### src/hdl/swpm_pkg.sv
package swpm_pkg;

  localparam int unsigned NumCfg = 8;

  typedef enum logic [2:0] {
    ActTick  = 3'd0,
    ActLoad  = 3'd1,
    ActSend  = 3'd2,
    ActRecv  = 3'd3,
    ActIdle  = 3'd4,
    ActSleep = 3'd5,
    ActRsv6  = 3'd6,
    ActRsv7  = 3'd7
  } action_e;

  typedef enum logic [2:0] {
    CfgLowPulse   = 3'd0,
    CfgOneRest    = 3'd1,
    CfgZeroGap    = 3'd2,
    CfgZeroRest   = 3'd3,
    CfgTurnaround = 3'd4,
    CfgStartTmo   = 3'd5,
    CfgZeroTmo    = 3'd6,
    CfgRetry      = 3'd7
  } cfg_idx_e;

  typedef enum logic [8:0] {
    PhIdle   = 9'b000000001,
    PhTurn   = 9'b000000010,
    PhLow1   = 9'b000000100,
    PhHigh1  = 9'b000001000,
    PhLow2   = 9'b000010000,
    PhRest   = 9'b000100000,
    PhRxFall = 9'b001000000,
    PhRxRise = 9'b010000000,
    PhRxZero = 9'b100000000
  } phase_e;

  typedef enum logic [1:0] {
    OpSend = 2'd0,
    OpRecv = 2'd1,
    OpFlag = 2'd2
  } op_e;

  typedef enum logic [1:0] {
    StOk      = 2'd0,
    StTimeout = 2'd1,
    StFailed  = 2'd2
  } status_e;

  localparam logic [7:0] FlagCmd   = 8'h77;
  localparam logic [7:0] FlagRx    = 8'h88;
  localparam logic [7:0] FlagIdle  = 8'hBB;
  localparam logic [7:0] FlagSleep = 8'hCC;
  localparam logic [2:0] RetryDefault = 3'd3;

  typedef struct packed {
    logic [2:0] action;
    logic [7:0] byte_in;
    logic [7:0] count;
    logic       line_level;
  } in_item_t;

  typedef struct packed {
    logic       drive_enable;
    logic       drive_level;
    logic [7:0] rx_byte;
    logic [7:0] rx_position;
    logic       rx_valid;
    logic       busy_res;
    logic       done_res;
    logic [1:0] status;
  } out_item_t;

  typedef struct packed {
    logic [15:0] low_pulse;
    logic [15:0] one_rest;
    logic [15:0] zero_gap;
    logic [15:0] zero_rest;
    logic [15:0] turnaround;
    logic [15:0] start_tmo;
    logic [15:0] zero_tmo;
    logic [2:0]  retry;
  } cfg_t;

  function automatic logic [15:0] at_least_one(logic [15:0] v);
    return (v == 16'd0) ? 16'd1 : v;
  endfunction

endpackage

### src/hdl/swpm_if.sv
interface swpm_in_if;
  logic                valid;
  logic                ready;
  swpm_pkg::in_item_t  data;
  modport source (output valid, output data, input ready);
  modport sink (input valid, input data, output ready);
endinterface

interface swpm_out_if;
  logic                valid;
  logic                ready;
  swpm_pkg::out_item_t data;
  modport source (output valid, output data, input ready);
  modport sink (input valid, input data, output ready);
endinterface

interface swpm_cfg_if;
  logic        valid;
  logic        ready;
  logic [2:0]  index;
  logic [15:0] wdata;
  modport source (output valid, output index, output wdata, input ready);
  modport sink (input valid, input index, input wdata, output ready);
endinterface

### src/hdl/swpm_regs.sv
module swpm_regs (
  input  logic                  clk_i,
  input  logic                  rst_ni,
  swpm_cfg_if.sink              cfg,
  output swpm_pkg::cfg_t        cfg_o
);
  swpm_pkg::cfg_t cfg_q;

  assign cfg.ready = 1'b1;
  assign cfg_o     = cfg_q;

  always_ff @(posedge clk_i or negedge rst_ni) begin
    if (!rst_ni) begin
      cfg_q.low_pulse  <= 16'd4;
      cfg_q.one_rest   <= 16'd28;
      cfg_q.zero_gap   <= 16'd4;
      cfg_q.zero_rest  <= 16'd20;
      cfg_q.turnaround <= 16'd60;
      cfg_q.start_tmo  <= 16'd200;
      cfg_q.zero_tmo   <= 16'd100;
      cfg_q.retry      <= swpm_pkg::RetryDefault;
    end else if (cfg.valid) begin
      unique case (swpm_pkg::cfg_idx_e'(cfg.index))
        swpm_pkg::CfgLowPulse:   cfg_q.low_pulse  <= cfg.wdata;
        swpm_pkg::CfgOneRest:    cfg_q.one_rest   <= cfg.wdata;
        swpm_pkg::CfgZeroGap:    cfg_q.zero_gap   <= cfg.wdata;
        swpm_pkg::CfgZeroRest:   cfg_q.zero_rest  <= cfg.wdata;
        swpm_pkg::CfgTurnaround: cfg_q.turnaround <= cfg.wdata;
        swpm_pkg::CfgStartTmo:   cfg_q.start_tmo  <= cfg.wdata;
        swpm_pkg::CfgZeroTmo:    cfg_q.zero_tmo   <= cfg.wdata;
        swpm_pkg::CfgRetry:      cfg_q.retry      <= cfg.wdata[2:0];
        default: ;
      endcase
    end
  end
endmodule

### src/hdl/swpm_txmem.sv
module swpm_txmem #(
  parameter int unsigned Depth = 64,
  parameter int unsigned AddrW = 6
) (
  input  logic             clk_i,
  input  logic             we_i,
  input  logic [AddrW-1:0] waddr_i,
  input  logic [7:0]       wdata_i,
  input  logic [AddrW-1:0] raddr_i,
  output logic [7:0]       rdata_o
);
  logic [7:0] mem_q [Depth];
  logic [7:0] rdata_q;

  always_ff @(posedge clk_i) begin
    if (we_i) begin
      mem_q[waddr_i] <= wdata_i;
    end
    rdata_q <= mem_q[raddr_i];
  end

  assign rdata_o = rdata_q;
endmodule

### src/hdl/single_wire_pulse_master.sv
// Tick-driven master for one open-drain line with pulse-count bit coding, lsb
// first: a one is one low pulse then a rest, a zero is two low pulses. Every
// accepted input item is one tick and produces exactly one result item in the
// same cycle order; items are taken back to back, one per clock, limited only
// by the output register (a skid buffer holds one result while the sink stalls).
// Loaded bytes sit in a TX_DEPTH x 8 synchronous memory; the byte being sent is
// prefetched into a one-byte holding register while the previous byte shifts
// out, so a byte boundary never waits on the memory read. Send emits flag 0x77
// then the loaded bytes; idle and sleep emit 0xBB and 0xCC; receive emits 0x88
// then decodes count bytes, retrying up to cfg.retry attempts. Configuration
// writes are taken in any cycle and should be made while the block is idle.
module single_wire_pulse_master #(
  parameter int unsigned TX_DEPTH = 64
) (
  input  logic     clk_i,
  input  logic     rst_ni,
  swpm_in_if.sink  in_ch,
  swpm_out_if.source out_ch,
  swpm_cfg_if.sink cfg_ch
);
  localparam int unsigned AddrW = (TX_DEPTH > 1) ? $clog2(TX_DEPTH) : 1;
  localparam int unsigned FillW = $clog2(TX_DEPTH + 1) + 1;

  swpm_pkg::cfg_t cfg;

  swpm_regs u_regs (
    .clk_i (clk_i),
    .rst_ni(rst_ni),
    .cfg   (cfg_ch),
    .cfg_o (cfg)
  );

  // state
  swpm_pkg::phase_e phase_q, phase_d;
  swpm_pkg::op_e    op_q, op_d;
  logic [7:0]       flag_q, flag_d;
  logic [FillW-1:0] fill_q, fill_d, ptr_q, ptr_d;
  logic [2:0]       bit_q, bit_d;
  logic [15:0]      tmr_q, tmr_d;
  logic [7:0]       shift_q, shift_d, done_cnt_q, done_cnt_d, target_q, target_d;
  logic [2:0]       att_q, att_d;
  logic             zseen_q, zseen_d;
  logic [7:0]       cur_byte_q, cur_byte_d;

  // output skid: main register and one spare
  swpm_pkg::out_item_t out_q, skid_q, res;
  logic out_v_q, skid_v_q;

  logic accept;
  assign in_ch.ready = !skid_v_q;
  assign accept = in_ch.valid && in_ch.ready;

  // memory
  logic             mem_we;
  logic [AddrW-1:0] mem_waddr, mem_raddr;
  logic [7:0]       mem_rdata;

  swpm_txmem #(.Depth(TX_DEPTH), .AddrW(AddrW)) u_mem (
    .clk_i  (clk_i),
    .we_i   (mem_we),
    .waddr_i(mem_waddr),
    .wdata_i(in_ch.data.byte_in),
    .raddr_i(mem_raddr),
    .rdata_o(mem_rdata)
  );

  // read address: the byte after the one at ptr (ptr 0 is the flag); read
  // issued ahead of need, data taken at byte boundary
  logic rd_pend_q, rd_pend_d;
  logic [7:0] pre_q, pre_d;
  assign mem_raddr = ptr_d[AddrW-1:0];

  logic cur_bit;
  assign cur_bit = cur_byte_q[bit_q];

  logic [15:0] tmr_dec;
  logic        tmr_zero;
  assign tmr_dec  = (tmr_q > 16'd0) ? tmr_q - 16'd1 : 16'd0;
  assign tmr_zero = (tmr_dec == 16'd0);

  logic [FillW-1:0] job_len;
  assign job_len = (op_q == swpm_pkg::OpSend) ? fill_q + FillW'(1) : FillW'(1);

  logic line;
  assign line = in_ch.data.line_level;

  always_comb begin
    phase_d = phase_q; op_d = op_q; flag_d = flag_q; fill_d = fill_q;
    ptr_d = ptr_q; bit_d = bit_q; tmr_d = tmr_q; shift_d = shift_q;
    done_cnt_d = done_cnt_q; target_d = target_q; att_d = att_q;
    zseen_d = zseen_q; cur_byte_d = cur_byte_q;
    rd_pend_d = 1'b0; pre_d = rd_pend_q ? mem_rdata : pre_q;
    mem_we = 1'b0; mem_waddr = fill_q[AddrW-1:0];
    res = '0;

    if (accept) begin
      logic tx_done_ev, rx_ev, rx_b, fail_ev, start_ev;
      tx_done_ev = 1'b0; rx_ev = 1'b0; rx_b = 1'b0; fail_ev = 1'b0; start_ev = 1'b0;
      unique case (phase_q)
        swpm_pkg::PhIdle: begin
          unique case (swpm_pkg::action_e'(in_ch.data.action))
            swpm_pkg::ActLoad: begin
              if (fill_q < FillW'(TX_DEPTH)) begin
                mem_we = 1'b1;
                fill_d = fill_q + FillW'(1);
              end
            end
            swpm_pkg::ActSend: begin
              op_d = swpm_pkg::OpSend; flag_d = swpm_pkg::FlagCmd; start_ev = 1'b1;
            end
            swpm_pkg::ActRecv: begin
              op_d = swpm_pkg::OpRecv; flag_d = swpm_pkg::FlagRx; start_ev = 1'b1;
              target_d = in_ch.data.count;
              att_d = (cfg.retry == 3'd0) ? 3'd1 : cfg.retry;
              done_cnt_d = 8'd0; shift_d = 8'd0;
            end
            swpm_pkg::ActIdle: begin
              op_d = swpm_pkg::OpFlag; flag_d = swpm_pkg::FlagIdle; start_ev = 1'b1;
            end
            swpm_pkg::ActSleep: begin
              op_d = swpm_pkg::OpFlag; flag_d = swpm_pkg::FlagSleep; start_ev = 1'b1;
            end
            default: ;
          endcase
        end
        swpm_pkg::PhTurn: begin
          tmr_d = tmr_dec;
          if (tmr_zero) begin
            phase_d = swpm_pkg::PhLow1; tmr_d = swpm_pkg::at_least_one(cfg.low_pulse);
          end
        end
        swpm_pkg::PhLow1: begin
          tmr_d = tmr_dec;
          if (tmr_zero) begin
            phase_d = swpm_pkg::PhHigh1;
            tmr_d = cur_bit ? swpm_pkg::at_least_one(cfg.one_rest)
                            : swpm_pkg::at_least_one(cfg.zero_gap);
          end
        end
        swpm_pkg::PhHigh1: begin
          tmr_d = tmr_dec;
          if (tmr_zero) begin
            if (cur_bit) tx_done_ev = 1'b1;
            else begin
              phase_d = swpm_pkg::PhLow2; tmr_d = swpm_pkg::at_least_one(cfg.low_pulse);
            end
          end
        end
        swpm_pkg::PhLow2: begin
          tmr_d = tmr_dec;
          if (tmr_zero) begin
            phase_d = swpm_pkg::PhRest; tmr_d = swpm_pkg::at_least_one(cfg.zero_rest);
          end
        end
        swpm_pkg::PhRest: begin
          tmr_d = tmr_dec;
          if (tmr_zero) tx_done_ev = 1'b1;
        end
        swpm_pkg::PhRxFall: begin
          if (!line) begin
            phase_d = swpm_pkg::PhRxRise; tmr_d = swpm_pkg::at_least_one(cfg.start_tmo);
          end else begin
            tmr_d = tmr_dec;
            if (tmr_zero) fail_ev = 1'b1;
          end
        end
        swpm_pkg::PhRxRise: begin
          if (line) begin
            zseen_d = 1'b0; phase_d = swpm_pkg::PhRxZero;
            tmr_d = swpm_pkg::at_least_one(cfg.zero_tmo);
          end else begin
            tmr_d = tmr_dec;
            if (tmr_zero) fail_ev = 1'b1;
          end
        end
        swpm_pkg::PhRxZero: begin
          if (!zseen_q) begin
            if (!line) begin
              zseen_d = 1'b1; tmr_d = swpm_pkg::at_least_one(cfg.zero_tmo);
            end else begin
              tmr_d = tmr_dec;
              if (tmr_zero) begin rx_ev = 1'b1; rx_b = 1'b1; end
            end
          end else if (line) begin
            rx_ev = 1'b1;
          end else begin
            tmr_d = tmr_dec;
            if (tmr_zero) rx_ev = 1'b1;
          end
        end
        default: phase_d = swpm_pkg::PhIdle;
      endcase

      if (tx_done_ev) begin
        bit_d = bit_q + 3'd1;
        phase_d = swpm_pkg::PhLow1; tmr_d = swpm_pkg::at_least_one(cfg.low_pulse);
        if (bit_q == 3'd7) begin
          ptr_d = ptr_q + FillW'(1);
          cur_byte_d = pre_d;
          if (ptr_d >= job_len) begin
            if (op_q == swpm_pkg::OpRecv) begin
              done_cnt_d = 8'd0; shift_d = 8'd0;
              if (target_q == 8'd0) begin
                phase_d = swpm_pkg::PhIdle; tmr_d = '0;
                res.done_res = 1'b1;
              end else begin
                zseen_d = 1'b0; phase_d = swpm_pkg::PhRxFall;
                tmr_d = swpm_pkg::at_least_one(cfg.start_tmo);
              end
            end else begin
              if (op_q == swpm_pkg::OpSend) fill_d = '0;
              phase_d = swpm_pkg::PhIdle; tmr_d = '0;
              res.done_res = 1'b1;
            end
          end
        end else if (bit_q == 3'd6) begin
          rd_pend_d = 1'b1;
        end
      end

      if (rx_ev) begin
        shift_d = shift_q | (8'(rx_b) << bit_q);
        bit_d = bit_q + 3'd1;
        zseen_d = 1'b0; phase_d = swpm_pkg::PhRxFall;
        tmr_d = swpm_pkg::at_least_one(cfg.start_tmo);
        if (bit_q == 3'd7) begin
          res.rx_valid = 1'b1;
          res.rx_byte = shift_d;
          res.rx_position = done_cnt_q;
          done_cnt_d = done_cnt_q + 8'd1;
          shift_d = 8'd0;
          if (done_cnt_d == target_q) begin
            phase_d = swpm_pkg::PhIdle; tmr_d = '0; res.done_res = 1'b1;
          end
        end
      end

      if (fail_ev) begin
        logic [2:0] a;
        a = (att_q > 3'd0) ? att_q - 3'd1 : 3'd0;
        att_d = a;
        if (a > 3'd0) begin
          start_ev = 1'b1;
        end else begin
          phase_d = swpm_pkg::PhIdle; tmr_d = '0; res.done_res = 1'b1;
          res.status = (done_cnt_q > 8'd0) ? swpm_pkg::StFailed : swpm_pkg::StTimeout;
        end
      end

      if (start_ev) begin
        ptr_d = '0; bit_d = 3'd0;
        cur_byte_d = flag_d;
        if (cfg.turnaround == 16'd0) begin
          phase_d = swpm_pkg::PhLow1; tmr_d = swpm_pkg::at_least_one(cfg.low_pulse);
        end else begin
          phase_d = swpm_pkg::PhTurn; tmr_d = cfg.turnaround;
        end
      end

      // prefetch the next byte early in each byte
      if (op_d == swpm_pkg::OpSend && bit_d == 3'd0 && phase_d != swpm_pkg::PhIdle &&
          !rd_pend_d && (start_ev || tx_done_ev)) begin
        rd_pend_d = 1'b1;
      end

      res.drive_enable = (phase_d == swpm_pkg::PhLow1) || (phase_d == swpm_pkg::PhLow2) ||
                         (phase_d == swpm_pkg::PhHigh1) || (phase_d == swpm_pkg::PhRest);
      res.drive_level  = (phase_d == swpm_pkg::PhHigh1) || (phase_d == swpm_pkg::PhRest);
      res.busy_res     = (phase_d != swpm_pkg::PhIdle);
    end
  end

  // output register with skid
  always_ff @(posedge clk_i or negedge rst_ni) begin
    if (!rst_ni) begin
      out_v_q  <= 1'b0;
      skid_v_q <= 1'b0;
    end else begin
      if (out_v_q && !out_ch.ready) begin
        if (accept) skid_v_q <= 1'b1;
      end else begin
        out_v_q  <= skid_v_q || accept;
        skid_v_q <= 1'b0;
      end
    end
  end

  always_ff @(posedge clk_i) begin
    if (out_v_q && !out_ch.ready) begin
      if (accept) skid_q <= res;
    end else begin
      out_q <= skid_v_q ? skid_q : res;
    end
  end

  assign out_ch.valid = out_v_q;
  assign out_ch.data  = out_q;

  always_ff @(posedge clk_i or negedge rst_ni) begin
    if (!rst_ni) begin
      phase_q <= swpm_pkg::PhIdle; op_q <= swpm_pkg::OpFlag;
      flag_q <= swpm_pkg::FlagIdle; fill_q <= '0; ptr_q <= '0; bit_q <= '0;
      tmr_q <= '0; shift_q <= '0; done_cnt_q <= '0; target_q <= '0;
      att_q <= '0; zseen_q <= 1'b0; cur_byte_q <= '0;
      rd_pend_q <= 1'b0; pre_q <= '0;
    end else begin
      phase_q <= phase_d; op_q <= op_d; flag_q <= flag_d; fill_q <= fill_d;
      ptr_q <= ptr_d; bit_q <= bit_d; tmr_q <= tmr_d; shift_q <= shift_d;
      done_cnt_q <= done_cnt_d; target_q <= target_d; att_q <= att_d;
      zseen_q <= zseen_d; cur_byte_q <= cur_byte_d;
      rd_pend_q <= rd_pend_d; pre_q <= pre_d;
    end
  end
endmodule

### src/flat_wrapper.sv
// flat-port wrapper written by rule: the top's interface ports become plain ports
module single_wire_pulse_master_flat 
#(
  parameter int unsigned TX_DEPTH = 64
)
  (clk_i, rst_ni, in_ch_valid, in_ch_data, in_ch_ready, out_ch_valid, out_ch_data, out_ch_ready, cfg_ch_valid, cfg_ch_index, cfg_ch_wdata, cfg_ch_ready);
  swpm_in_if in_ch_i ();
  swpm_out_if out_ch_i ();
  swpm_cfg_if cfg_ch_i ();
  input  logic clk_i;
  input  logic rst_ni;
  input wire logic [$bits(in_ch_i.valid)-1:0] in_ch_valid;
  input wire logic [$bits(in_ch_i.data)-1:0] in_ch_data;
  output wire logic [$bits(in_ch_i.ready)-1:0] in_ch_ready;
  output wire logic [$bits(out_ch_i.valid)-1:0] out_ch_valid;
  output wire logic [$bits(out_ch_i.data)-1:0] out_ch_data;
  input wire logic [$bits(out_ch_i.ready)-1:0] out_ch_ready;
  input wire logic [$bits(cfg_ch_i.valid)-1:0] cfg_ch_valid;
  input wire logic [$bits(cfg_ch_i.index)-1:0] cfg_ch_index;
  input wire logic [$bits(cfg_ch_i.wdata)-1:0] cfg_ch_wdata;
  output wire logic [$bits(cfg_ch_i.ready)-1:0] cfg_ch_ready;
  assign in_ch_i.valid = in_ch_valid;
  assign in_ch_i.data = in_ch_data;
  assign in_ch_ready = in_ch_i.ready;
  assign out_ch_valid = out_ch_i.valid;
  assign out_ch_data = out_ch_i.data;
  assign out_ch_i.ready = out_ch_ready;
  assign cfg_ch_i.valid = cfg_ch_valid;
  assign cfg_ch_i.index = cfg_ch_index;
  assign cfg_ch_i.wdata = cfg_ch_wdata;
  assign cfg_ch_ready = cfg_ch_i.ready;
  single_wire_pulse_master #(.TX_DEPTH(TX_DEPTH)) u_core (.clk_i(clk_i), .rst_ni(rst_ni), .in_ch(in_ch_i), .out_ch(out_ch_i), .cfg_ch(cfg_ch_i));
endmodule
### config.mk
export PLATFORM = sky130hd
export DESIGN_NAME = single_wire_pulse_master_flat
export DESIGN_NICKNAME = d
export VERILOG_FILES = /design/src/hdl/swpm_pkg.sv /design/src/hdl/swpm_if.sv /design/src/hdl/swpm_regs.sv /design/src/hdl/swpm_txmem.sv /design/src/hdl/single_wire_pulse_master.sv /design/src/flat_wrapper.sv
export SDC_FILE = /design/constraint.sdc
export NUM_CORES = 1
export LEC_CHECK = 0
export BUFFER_PORTS_ARGS = -buffer_cell sky130_fd_sc_hd__buf_4
export CORE_MARGIN = 8
export CORE_UTILIZATION = 25
export DETAILED_ROUTE_END_ITERATION = 16
export MAX_ROUTING_LAYER = met4
export PLACE_DENSITY_LB_ADDON = 0.05
export SLEW_MARGIN = 20
export SYNTH_ARGS = -nofsm -noshare
export SYNTH_HDL_FRONTEND = slang
export SYNTH_SLANG_ARGS = --single-unit
### constraint.sdc
create_clock -name clk_i -period 4.8 [get_ports clk_i]
set_input_delay 0.24 -clock clk_i [delete_from_list [all_inputs] [get_ports clk_i]]
set_output_delay 0.24 -clock clk_i [all_outputs]
set_load 0.1 [all_outputs]
* Word-level counts from Yosys, hierarchy flattened
Memory sizes are Yosys's and may differ from the RTL's. A register that Yosys moved wholly into a read port is not among the register bits.
Cells that the tools add are included.
** Storage, ports and cells
- Logic and storage cells :: 298
- Memory bits (read-only) :: 0
- Memories kept :: 1
- Input bits :: 44
- Bits in latches :: 0
- Output and inout bits :: 26
- Memory bits (writable) :: 512
- Bits in registers :: 262
** Operators by class
- Equal/unequal tests :: 31
- Muxes and demuxes :: 161
- Div/mod/pow operators :: 0
- Shift-type cells :: 1
- Bitwise logic cells :: 1
- Order comparisons :: 7
- Reductions and logical operators :: 48
- Add/subtract/negate cells :: 6
- $mul :: 0
** Memories
- u_core.u_mem.mem_q :: words 64, bits a word 8, read ports 1, clocked after Yosys merged registers in 1, write ports 1, line swpm_txmem.sv:12 : logic [7:0] mem_q [Depth];
** Operators by type and width (count)
- two-way mux 16 bit :: 30
- two-way mux 8 bit :: 33
- two-way mux 9 bit :: 16
- zero test 16 bit :: 8
- case mux 16 bit (8 select lines) :: 1
- case mux 9 bit (7 select lines) :: 1
- two-way mux 1 bit :: 51
- two-way mux 23 bit :: 2
- two-way mux 3 bit :: 12
- two-way mux 17 bit :: 2
- case mux 8 bit (4 select lines) :: 1
- adder 8 x 1 -> 8 bit, second input constant :: 3
- == test 3 bit, second input constant :: 8
- two-way mux 7 bit :: 3
- == test 9 x 3 -> 1 bit, second input constant :: 2
- == test 9 x 4 -> 1 bit, second input constant :: 2
- == test 9 x 5 -> 1 bit, second input constant :: 2
- == test 9 x 6 -> 1 bit, second input constant :: 2
- AND reduction 2 bit :: 9
- greater-than comparator 16 x 1 -> 1 bit, second input constant :: 1
- subtractor 16 x 1 -> 16 bit, second input constant :: 1
- == test 3 x 2 -> 1 bit, second input constant :: 4
- == test 9 x 1 -> 1 bit, second input constant :: 1
- == test 9 x 2 -> 1 bit, second input constant :: 1
- 33 further kinds :: 59

* Logic depth before layout (Yosys ltp)
- Word-level depth :: 19
- Depth in mapped cells :: 21
- Mapped depth without buffers :: 15

* Cells and area by module
A second synthesis with hierarchy kept.
** Unflattened totals
- Cell total of the unflattened synthesis :: 2557
- Area, all modules :: 35833.1 um^2
** By module, submodules not included
- swpm_txmem :: area each 20190.6 um^2, cells an instance 972, sequential area each 15534.9 um^2, instances 1
- single_wire_pulse_master :: area each 11178.2 um^2, cells an instance 1331, sequential area each 3918.8 um^2, instances 1
- swpm_regs :: area each 4464.3 um^2, cells an instance 254, sequential area each 2901.5 um^2, instances 1

* Least setup slack after synthesis
Ideal clock, no wire load.
- Path kind :: register to register
- From :: reg u_core.tmr_q[0]
- To :: reg u_core.u_mem.rdata_q[2], in the netlist u_core.u_mem.rdata_o[2], read port of u_core.u_mem.mem_q
- Stages on the path, launching flop included :: 20
- Data arrival time :: 4.223 ns
- Library setup time :: 0.124 ns
- Buffers on the path :: 6
- Clock period less this slack :: 4.348 ns
- Path slack :: 0.452 ns
- Data required time :: 4.676 ns
- Path through :: dfrtp_1 > clkbuf_1 > inv_1 > ha_1 > or4b_1 > clkbuf_1 > nor4_1 > mux2i_1 > nand4_1 > or4_1 > buf_2 > buf_2 > buf_2 > buf_2 > nand2_1 > nand3_1 > a21oi_1 > o211ai_1 > o22ai_1 > mux2i_1
** On the way
- Cells in the longest elaborated chain, start to end :: 11
- Elaborated cells on any way between the ends :: 17
- Those cells by class :: 1 x add/sub; 1 x order compare; 14 x mux; 1 x reduce/logical
** RTL lines
- start, declared :: line single_wire_pulse_master.sv:39 : logic [15:0] tmr_q, tmr_d;
- start signal, assigned :: line single_wire_pulse_master.sv:308 : ptr_q <= ptr_d; bit_q <= bit_d; tmr_q <= tmr_d; shift_q <= shift_d;
- subtractor 16 x 1 -> 16 bit / greater-than comparator 16 x 1 -> 1 bit (equally long branches) :: line single_wire_pulse_master.sv:78 : assign tmr_dec = (tmr_q > 16'd0) ? tmr_q - 16'd1 : 16'd0;
- two-way mux 16 bit (*) :: line single_wire_pulse_master.sv:78
- zero test 16 bit (*) :: line single_wire_pulse_master.sv:79 : assign tmr_zero = (tmr_dec == 16'd0);
- two-way mux 1 bit :: line single_wire_pulse_master.sv:157, single_wire_pulse_master.sv:164, single_wire_pulse_master.sv:173
- two-way mux 1 bit (on tied branches)
- case mux 1 bit (2 select lines) :: line single_wire_pulse_master.sv:99 : unique case (phase_q)
- two-way mux 1 bit :: line single_wire_pulse_master.sv:96 : if (accept) begin
- two-way mux 1 bit :: line single_wire_pulse_master.sv:238 : if (fail_ev) begin
- two-way mux 1 bit :: line single_wire_pulse_master.sv:96
- two-way mux 8 bit (*) :: line single_wire_pulse_master.sv:250 : if (start_ev) begin
- two-way mux 6 bit (*) :: line single_wire_pulse_master.sv:96
- end, declared :: line swpm_txmem.sv:13 : logic [7:0] rdata_q;
Mark *: on every way between the ends. The rest lies on a longest branch, timed or not. The select of a mux whose other input is x is not followed.
A chain may end at the register's enable or synchronous reset.

* Worst setup path in the final report
- From :: reg u_core.tmr_q[0]
- To :: reg u_core.u_mem.rdata_q[1], in the netlist u_core.u_mem.rdata_o[1], read port of u_core.u_mem.mem_q
The elaborated chain is that of the path after synthesis.

==> flow_summary.ini <==
[status]
run_status = complete, no violations

[power]
p_per_area_nw_per_um2 = 468
power_switching_mw = 8.33
p_clk_frac = 0.331
seq_power_share = 0.361
power.share.combinational = 0.308
largest_voltage_drop_on_the_vdd_net_mv = 0.379
static-leakage-power_nw = 18.2
cell_internal_pwr_mw = 15.0
switching_share = 0.357

[yosys]
yosys_warnings = 0
synth.distinct_cells = 97
synth.area.top_cells = sky130_fd_sc_hd__edfxtp_1 (41%), sky130_fd_sc_hd__dfrtp_1 (11%), sky130_fd_sc_hd__mux2i_1 (4.3%), sky130_fd_sc_hd__nand2_1 (4.0%), sky130_fd_sc_hd__mux2_2 (4.0%)
mappedNetlistNets = 3895
post_synth_instance_area_um2 = 41300
yosys.area.top_type_share = 0.405
synthesis.area_per_instance_um2 = 10.8
yosysSeqAreaShare = 0.541
synth.ff_latch_count = 782
netlist_instances = 3832
yosys.area.top_type = sky130_fd_sc_hd__edfxtp_1
asyncSetResetFlopFracSynth = 0.276
yosys_most_used_dff = sky130_fd_sc_hd__edfxtp_1
number_of_synthesized_flops_with_an_enable_pin = 558

[detailed_routing]
detailroute.via_count = 32700
wirelength_um = 164000
iteration_0_drc_markers = 2583
detail_route.wl_per_cell_um = 25.9
drt-pass1-iter-count = 6
drtAntennaViolNets = 0
post_drt_via_cell_ratio = 5.18
drc_violation_count_after_routing = 0

[run]
max_cap_violations = 0

[setup_path]
timing.setup.critical_path_class = reg -> reg
cp_data_arrival_time_ps = 5150
worstSetupEndpointType = flop
critPathLaunchType = flop
crit_path_top_delay_cell = sky130_fd_sc_hd__or4b_4
worst_path_largest_cell_delay_ps = 520
required_ps = 5370
crit_path_max_fanout = 30
worstPathCellList = inv_1, ha_1, or4b_4, nor4_2, mux2i_1, nand4_1, buf_4, o31ai_4, nand2_4, a22oi_4, inv_6, buf_12, a311oi_1, a221o_1, o31ai_1, buf_4, o22ai_2, mux2i_1

[sta]
hold_viol = 0
total_of_endpoints_with_negative_setup_slack_in_the_final_report = 0
fin_setup_tns_ps = 0
finClkSkew_ps = 35.2
postLayoutSetupSlackWorst_ps = 223
tightest_slew_ps = 1070
finalCritPeriodShare = 0.954
finalCriticalPeriod_ps = 4580
unrepaired_setup_endpoints_after_global_routing = false
slew_headroom = 0.284
max_freq_mhz = 218
timing_max_transition_violations_final = 0

[hold_path]
min_path_type = in -> reg

[die]
die-area_um2 = 179000
coreArea_um2 = 165000
die-height_um = 423
start_util = 0.251
ios = 70
chipWidth_um = 423
num_rows = 149

[clock_network]
clock_path_buffers = 3
cts_tree = done
clock_latency_ps = 720
clk_transition_reported_paths_ps = 60
clock_h_tree_levels = 3
root_buffer = sky130_fd_sc_hd__clkbuf_16
numCtsBuffers = 103
cts_num_sinks = 782

[place]
place_ws_ps = -199
dp.final_hpwl_um = 107000
io_buffers = 68
place_congestion = 0.827

[global_routing]
pin_count_of_the_biggest_net_entering_global_routing = 156
vias_in_the_first_global_route = 32800
grt_pass1_wl_um = 240000
grt-ovfl-total = 0
grt_usage = 0.183
antenna_found_initial = 4

[finish]
nets = 4100
fraction_of_final_layout_cells_sized_beyond_drive_strength_1 = 0.191
area_delta_synth_final_pct = 20.8
cells in the final DEF (no fill, tap or decap), types with 15 or more instances in the layout:
master,n
sky130_fd_sc_hd__xor2_1,21
sky130_fd_sc_hd__ha_1,19
sky130_fd_sc_hd__nand3_1,146
sky130_fd_sc_hd__and3_1,43
sky130_fd_sc_hd__nor4_1,33
sky130_fd_sc_hd__mux2i_1,178
sky130_fd_sc_hd__a31oi_1,70
sky130_fd_sc_hd__o22ai_1,25
sky130_fd_sc_hd__nor3_1,52
sky130_fd_sc_hd__dfstp_2,27
sky130_fd_sc_hd__a22o_1,146
sky130_fd_sc_hd__dlygate4sd3_1,33
sky130_fd_sc_hd__buf_12,35
sky130_fd_sc_hd__o21ai_0,174
sky130_fd_sc_hd__dfrtp_1,188
sky130_fd_sc_hd__nand2_1,441
sky130_fd_sc_hd__a21oi_1,324
sky130_fd_sc_hd__a21o_1,36
sky130_fd_sc_hd__clkbuf_16,103
sky130_fd_sc_hd__and2_1,21
sky130_fd_sc_hd__a221oi_1,15
sky130_fd_sc_hd__nor2b_1,17
sky130_fd_sc_hd__buf_4,360
sky130_fd_sc_hd__o31ai_1,31
sky130_fd_sc_hd__nor2_1,235
sky130_fd_sc_hd__edfxtp_1,558
sky130_fd_sc_hd__o21ai_1,16
sky130_fd_sc_hd__o211ai_1,117
sky130_fd_sc_hd__a311oi_1,32
sky130_fd_sc_hd__mux2_2,145
sky130_fd_sc_hd__a211oi_1,18
sky130_fd_sc_hd__xnor2_1,18
sky130_fd_sc_hd__a221o_1,59
sky130_fd_sc_hd__inv_1,24
sky130_fd_sc_hd__a211o_1,29
sky130_fd_sc_hd__clkinv_2,21
sky130_fd_sc_hd__clkbuf_1,35
sky130_fd_sc_hd__a22oi_1,20
flip-flops by register name, summed over array words and instances (netlist names), 9 cells and up:
| name | flops |
|---|---|
| u_core.u_mem.mem_q | 512 |
| u_core.u_regs.cfg_o | 115 |
| u_core.out_ch.data | 23 |
| u_core.skid_q | 23 |
| u_core.tmr_q | 16 |
| u_core.phase_q | 9 |
final timing paths:
kind | startpoint | endpoint | slack [ps] | depth (start not counted)
max | u_core.tmr_q[0] | u_core.u_mem.rdata_o[1] | 220 | 18
min | in_ch_data[9] | u_core.u_mem.mem_q[15][0] | 70 | 1
max reg2reg | u_core.tmr_q[0] | u_core.u_mem.rdata_o[1] | 220 | 18
min reg2reg | u_core.flag_q[2] | u_core.flag_q[2] | 470 | 2
max in group asynchronous | rst_ni | u_core.done_cnt_q[7] | 3410 | 3
min in group asynchronous | rst_ni | u_core.u_regs.cfg_o[76] | 200 | 2
power groups by stage:
stage | registers (mW) | logic [mW] | clock network [mW]
6_report | 8.43 | 7.21 | 7.73
3_5_place_dp | 8.55 | 7.23 | 0
3_3_place_gp | 8.57 | 7.25 | 0
2_1_floorplan | 8.37 | 4.42 | 0
5_1_grt | 8.50 | 7.85 | 8.21
4_1_cts | 8.42 | 7.29 | 8.00
through the flow:
stage | total power, mW | cells | hold slack [ps] | util | cell area, µm²
2_1_floorplan | 12.8 | 3832 | -55.6 | - | 41300
3_3_place_gp | 15.8 | 6087 | 418 | 0.281 | 46200
3_5_place_dp | 15.8 | 6087 | 402 | 0.281 | 46200
4_1_cts | 23.7 | 6314 | 29.5 | 0.303 | 49900
5_1_grt | 24.6 | 6315 | 48.1 | 0.303 | 49900
6_report | 23.4 | 6318 | 70.6 | 0.303 | 49900
routing by layer:
layer | GRT usage | up-vias | part of all wire
met5 | - | - | 0
met4 | 0.0476 | 0 | 0.027
met3 | 0.0196 | 194 | 0.035
met2 | 0.293 | 753 | 0.47
met1 | 0.247 | 16700 | 0.47
li1 | - | 15100 | -
cell usage after synthesis (all sizes together), types with 21 or more instances:
cell    instances
dfstp          27
o21ai         191
mux2          145
a31oi          70
inv            27
a221o          59
a22oi          21
and2           23
a21oi         326
a311oi         32
nor4           40
o31ai          38
clkbuf        215
o22ai          29
nand2         445
nor2          240
a21o           36
o211ai        118
nor3           56
xor2           21
mux2i         180
buf           115
and3           43
a211o          29
nand3         146
dfrtp         189
a22o          146
edfxtp        558
kinds of logic (layout without fill, tap and decap cells):
| kind of cell | Yosys count | in the layout | synth area share |
|---|---|---|---|
| buf+inv | 358 | 652 | 0.0372 |
| simple gates | 1089 | 1089 | 0.121 |
| xor+xnor | 39 | 39 | 0.00827 |
| mux | 327 | 327 | 0.0843 |
| fa+ha+maj | 20 | 20 | 0.00599 |
| compound gates | 1216 | 1216 | 0.202 |
| flops | 782 | 782 | 0.541 |
| other cells | 1 | 4 | 0.0000907 |
worst max-delay path, delay by kind of cell, from the launching register on:
| family | cells | cell delay [ps] |
|---|---|---|
| AO/OA/AOI/OAI | 6 | 1500 |
| adder cells (fa/ha/maj) | 1 | 170 |
| buffers and inverters | 5 | 940 |
| flip-flops | 1 | 370 |
| multiplexers | 2 | 380 |
| AND/OR/NAND/NOR | 4 | 1050 |
area by class of cell:
type / count / area (µm²)
fillers: 16800 / 115000
flip-flops and latches: 782 / 22400
multi-input cells: 2692 / 17600
repair buffers: 430 / 3760
clock buffers: 144 / 2790
well taps: 2189 / 2740
clock inverters: 50 / 528
inverters: 28 / 115
diodes: 3 / 7.51
what timing repair did:
| action | 4_1_cts | 5_1_grt |
|---|---|---|
| setup buffers | 0 | 1 |
| resized for setup | 10 | 6 |
| endpoints found under the setup margin | 6 | 8 |
| pin swaps | 1 | 1 |
| endpoints found under the hold margin | 267 | 0 |
| hold buffers | 33 | 0 |
Note: power is estimated with default switching activity, not from simulation.
